`src/rtl/core/dfsmc_ram.sv`:
```
// Simple dual-port synchronous RAM with per-bit write enables and a
// registered read port. No dependencies.
`default_nettype none

module dfsmc_ram #(
	parameter int W  = 3,
	parameter int AW = 9
) (
	input  wire logic          clk,
	input  wire logic [W-1:0]  we,
	input  wire logic [AW-1:0] waddr,
	input  wire logic [W-1:0]  wdata,
	input  wire logic          re,
	input  wire logic [AW-1:0] raddr,
	output logic      [W-1:0]  rdata
);

	logic [W-1:0] mem [2**AW];

	// bit-masked write
	always_ff @(posedge clk) begin
		for (int b = 0; b < W; b++) begin
			if (we[b]) mem[waddr][b] <= wdata[b];
		end
	end

	// registered read
	always_ff @(posedge clk) begin
		if (re) rdata <= mem[raddr];
	end

endmodule

`default_nettype wire

```
`config.mk`:
```
export PLATFORM = sky130hd
export DESIGN_NAME = dfsmc_ram
export DESIGN_NICKNAME = d
export VERILOG_FILES = /design/src/rtl/core/dfsmc_ram.sv
export SDC_FILE = /design/constraint.sdc
export NUM_CORES = 2
export LEC_CHECK = 0
export ABC_CLOCK_PERIOD_IN_PS = 3850
export BUFFER_PORTS_ARGS = -buffer_cell sky130_fd_sc_hd__buf_2
export CAP_MARGIN = 20
export CORE_UTILIZATION = 55
export DETAILED_ROUTE_END_ITERATION = 7
export MAX_ROUTING_LAYER = met4
export PLACE_DENSITY_LB_ADDON = 0.05
export SLEW_MARGIN = 15
export SYNTH_ARGS = -nofsm -noshare
export SYNTH_HDL_FRONTEND = slang
export SYNTH_SLANG_ARGS = --single-unit
```
`constraint.sdc`:
```
create_clock -name clk -period 3.85 [get_ports clk]
set_input_delay 0.1925 -clock clk [delete_from_list [all_inputs] [get_ports clk]]
set_output_delay 0.1925 -clock clk [all_outputs]
set_load 0.1 [all_outputs]
```
==> flow_results.xml <==
<?xml version="1.0" encoding="UTF-8"?>
<metrics>
  <group name="drt">
    <metric name="drt_first_pass_iters" unit="">5</metric>
    <metric name="drt_drc_violations_left" unit="">0</metric>
    <metric name="drt-total-wl" unit="mm">178</metric>
    <metric name="routedWlPerCell" unit="microns">27.9</metric>
    <metric name="drt.antenna.violating_nets" unit="">0</metric>
    <metric name="drtIter0Drc" unit="">4503</metric>
    <metric name="viasPerCell" unit="">6.28</metric>
    <metric name="via_count" unit="">40200</metric>
  </group>
  <group name="timing">
    <metric name="final-max-slew-violation-count" unit="">0</metric>
    <metric name="setup_viol_count_final" unit="">0</metric>
    <metric name="fin_setup_tns" unit="ns">0</metric>
    <metric name="worst_relative_slew_slack" unit="%">27.4</metric>
    <metric name="setup_slack" unit="ns">0.755</metric>
    <metric name="final_hold_viol_count" unit="">0</metric>
    <metric name="clock.fmax" unit="MHz">323</metric>
    <metric name="hold-worst-slack" unit="ns">0.000512</metric>
    <metric name="unrepaired_setup_endpoints_after_global_routing" unit="">false</metric>
    <metric name="tightestPinTransition" unit="ns">1.08</metric>
    <metric name="period_minus_slack" unit="ns">3.10</metric>
    <metric name="fin_worst_skew" unit="ns">0.0229</metric>
    <metric name="finalCritPeriodShare" unit="%">80.4</metric>
  </group>
  <group name="pwr">
    <metric name="total_leakage_power" unit="nW">22.7</metric>
    <metric name="p_seq_share" unit="%">52.9</metric>
    <metric name="power.density" unit="nW/um^2">473</metric>
    <metric name="combPwrFrac" unit="%">5.5</metric>
    <metric name="vdd_drop_max" unit="mV">0.498</metric>
    <metric name="p_clk_share" unit="%">41.5</metric>
    <metric name="internal_power" unit="mW">27.2</metric>
    <metric name="switching_power" unit="mW">7.65</metric>
    <metric name="p_sw_share" unit="%">21.9</metric>
  </group>
  <group name="cts">
    <metric name="clk_root_buffer_cell" unit="">sky130_fd_sc_hd__clkbuf_16</metric>
    <metric name="cts_inserted_buffers" unit="">162</metric>
    <metric name="tritoncts" unit="">built</metric>
    <metric name="cts.repair.resized" unit="">0</metric>
    <metric name="postCtsSetupRepairBufs" unit="">0</metric>
    <metric name="cts.htree.levels" unit="">4</metric>
    <metric name="clock_insertion_delay_worst_skew" unit="ns">0.79</metric>
    <metric name="post_cts_hold_buffer_count" unit="">3</metric>
    <metric name="clock_sinks" unit="">1539</metric>
    <metric name="clkTransAtPathRegs" unit="ns">0.06</metric>
    <metric name="cts_max_path_buffers" unit="">3</metric>
  </group>
  <group name="finish">
    <metric name="mostFrequentLayoutCells" unit="">1,558 x sky130_fd_sc_hd__nor2_1, 1,539 x sky130_fd_sc_hd__edfxtp_1, 279 x sky130_fd_sc_hd__mux2i_1</metric>
    <metric name="final.fill_count" unit="">9337</metric>
    <metric name="design.final.nets" unit="">4678</metric>
    <metric name="flow.area_growth_from_synthesis" unit="%">9.75</metric>
    <metric name="register_area" unit="sq um">46200</metric>
    <metric name="final_common_cell" unit="">sky130_fd_sc_hd__nor2_1</metric>
    <metric name="drive_gt1_share" unit="%">14.5</metric>
    <metric name="multi_input_comb_area" unit="sq um">18600</metric>
  </group>
  <group name="worst_setup_path">
    <metric name="critPathKind" unit="">in -&gt; reg</metric>
    <metric name="source_of_the_worst_register_to_register_timing_path" unit="">mem[485][2]</metric>
    <metric name="crit_path_top_delay_cell" unit="">sky130_fd_sc_hd__a31oi_1</metric>
    <metric name="reg2reg_setup_slack" unit="ns">0.89</metric>
    <metric name="path_buf_inv" unit="">3</metric>
    <metric name="crit_path_end_kind" unit="">flip-flop</metric>
    <metric name="critical-path-top-delay-family" unit="">compound AO/OA/AOI/OAI gates</metric>
    <metric name="critPathRequiredTime" unit="ns">4.33</metric>
    <metric name="kind_of_start_point_of_the_critical_path" unit="">input pin</metric>
    <metric name="path_max_fanout" unit="">34</metric>
    <metric name="cpPeakStageDelay" unit="ns">0.76</metric>
    <metric name="rr_worst_depth" unit="">6</metric>
    <metric name="cp_cell_sequence" unit="">buf_4 &gt; inv_4 &gt; buf_12 &gt; o221ai_1 &gt; o21ai_0 &gt; nor3_1 &gt; a31oi_1 &gt; a211oi_2</metric>
    <metric name="r2r-end" unit="">rdata[2]</metric>
    <metric name="worstPathArrival" unit="ns">3.58</metric>
  </group>
  <group name="worst_hold_path">
    <metric name="min_to" unit="">mem[5][0]</metric>
    <metric name="hp-class" unit="">in -&gt; reg</metric>
    <metric name="hp-start" unit="">wdata[0]</metric>
    <metric name="min_path_cells" unit="">1</metric>
  </group>
  <group name="floorplanning">
    <metric name="die_w" unit="microns">352</metric>
    <metric name="dieArea" unit="sq um">124000</metric>
    <metric name="placement_rows" unit="">127</metric>
    <metric name="die-height" unit="microns">352</metric>
    <metric name="starting_density_of_the_core" unit="%">55.7</metric>
    <metric name="io-pin-count" unit="">29</metric>
    <metric name="floorplan.core_area" unit="sq um">121000</metric>
  </group>
  <group name="placed_design">
    <metric name="dp_slack" unit="ns">-0.0295</metric>
    <metric name="buffer_ports.inserted" unit="">28</metric>
    <metric name="place.gp.congestion" unit="">0.835</metric>
    <metric name="place_hpwl" unit="mm">102</metric>
  </group>
  <group name="yosys">
    <metric name="mappedNetlistNets" unit="">4766</metric>
    <metric name="synth-warning-count" unit="">0</metric>
    <metric name="postSynth.asyncResetShare" unit="%">0</metric>
    <metric name="post_synth_num_cell_types" unit="">60</metric>
    <metric name="synth_sequential_area_ratio" unit="%">68.8</metric>
    <metric name="post_synth_edffs" unit="">1539</metric>
    <metric name="synth_seq_cells" unit="">1539</metric>
    <metric name="post_synth.cell_area_avg" unit="sq um">14.2</metric>
    <metric name="syn-instance-count" unit="">4740</metric>
    <metric name="synth.cell_area" unit="sq um">67200</metric>
    <metric name="postSynth.topFlopCell" unit="">sky130_fd_sc_hd__edfxtp_1</metric>
  </group>
  <group name="flow_run">
    <metric name="timing.max_cap.violations" unit="">0</metric>
  </group>
  <group name="global_routing">
    <metric name="grt_remaining_overflow" unit="">0</metric>
    <metric name="wire_length_of_the_first_global_routing_pass" unit="mm">261</metric>
    <metric name="gr-usage-all-layers" unit="%">30.1</metric>
    <metric name="antenna_found_initial" unit="">8</metric>
    <metric name="grt_pass1_vias" unit="">39600</metric>
    <metric name="grt_start_max_net_pins" unit="">170</metric>
  </group>
  <group name="run_status">
    <metric name="outcome" unit="">finished, final reports clean</metric>
  </group>
</metrics>
metrics by stage:
stage / power, mW / util, % / std cells / area [sq um]
after floorplan: 19.9 / - / 4740 / 67200
after global placement: 20.7 / 57.0 / 6091 / 68800
after detailed placement: 20.7 / 57.0 / 6092 / 68800
after CTS: 35.1 / 61.0 / 6380 / 73600
after global routing: 35.7 / 61.2 / 6391 / 73800
final: 34.9 / 61.2 / 6393 / 73800
final cells by class:
type                            instances  share of cell area (%)
Clock buffer                          206                    5.86
Timing Repair Buffer                  217                    2.79
Inverter                                4                  0.0254
Antenna cell                            8                  0.0271
Clock inverter                         79                   0.648
Tap cell                             1612                    2.73
Multi-Input combinational cell       2728                    25.3
Sequential cell                      1539                    62.7
power by group through the flow:
stage,Sequential [mW],Clock [mW],Combinational (mW)
6_report,18.5,14.5,1.92
5_1_grt,18.5,15.3,2.02
4_1_cts,18.5,14.7,1.91
3_5_place_dp,18.8,0,1.91
3_3_place_gp,18.8,0,1.89
2_1_floorplan,18.8,0,1.08
synth_stat cells, types with 8 or more instances:
cell type | count | area, sq um
sky130_fd_sc_hd__a21oi_1 | 79 | 395
sky130_fd_sc_hd__a22oi_1 | 13 | 97.6
sky130_fd_sc_hd__a31oi_1 | 8 | 50.1
sky130_fd_sc_hd__and2_1 | 14 | 87.6
sky130_fd_sc_hd__and3_1 | 13 | 81.3
sky130_fd_sc_hd__buf_1 | 65 | 244
sky130_fd_sc_hd__buf_12 | 14 | 280
sky130_fd_sc_hd__buf_2 | 36 | 180
sky130_fd_sc_hd__buf_6 | 30 | 338
sky130_fd_sc_hd__buf_8 | 14 | 210
sky130_fd_sc_hd__clkbuf_1 | 300 | 1130
sky130_fd_sc_hd__edfxtp_1 | 1539 | 46200
sky130_fd_sc_hd__mux2_2 | 18 | 203
sky130_fd_sc_hd__mux2i_1 | 279 | 2790
sky130_fd_sc_hd__mux4_1 | 48 | 1260
sky130_fd_sc_hd__mux4_2 | 203 | 4570
sky130_fd_sc_hd__nand2_1 | 146 | 548
sky130_fd_sc_hd__nand3_1 | 13 | 65.1
sky130_fd_sc_hd__nand4_1 | 8 | 50.1
sky130_fd_sc_hd__nor2_1 | 1558 | 5850
sky130_fd_sc_hd__nor2b_1 | 11 | 68.8
sky130_fd_sc_hd__nor3_1 | 19 | 95.1
sky130_fd_sc_hd__nor4_1 | 9 | 56.3
sky130_fd_sc_hd__o21ai_0 | 30 | 150
sky130_fd_sc_hd__o221ai_1 | 127 | 1110
sky130_fd_sc_hd__o22ai_1 | 59 | 369
sky130_fd_sc_hd__o31ai_1 | 8 | 60.1
routing by layer:
layer  vias to the layer above  share of wire [%]  track usage [%]
li1                      17300                  -                -
met1                     21000                 41             40.5
met2                      1492                 49             48.1
met3                       287                7.0             4.16
met4                         0                2.9             9.33
met5                         -                  0                -
sequential cells by signal (all words and copies together), names as in the netlist:
| name | cells |
|---|---|
| mem | 1536 |
| rdata | 3 |
kinds of logic after synthesis:
group | after synthesis | share of synthesized area, %
buffers and inverters | 473 | 3.68
muxes | 548 | 13.1
and+or+nand+nor | 1814 | 10.5
DFF | 1539 | 68.8
AOI/OAI and AO/OA | 366 | 3.90
how the worst max path moves through the flow:
stage | end | slack, ns | cells after the start | start
3_5_place_dp | rdata[2] | -0.03 | 8 | raddr[4]
5_1_grt | rdata[2] | 0.77 | 8 | raddr[4]
3_3_place_gp | rdata[2] | -0.1 | 8 | raddr[4]
4_1_cts | rdata[2] | 0.81 | 8 | raddr[4]
6_report | rdata[2] | 0.75 | 8 | raddr[4]
2_1_floorplan | rdata[2] | 1.61 | 10 | raddr[0]
Note: power is estimated with default switching activity, not from simulation.
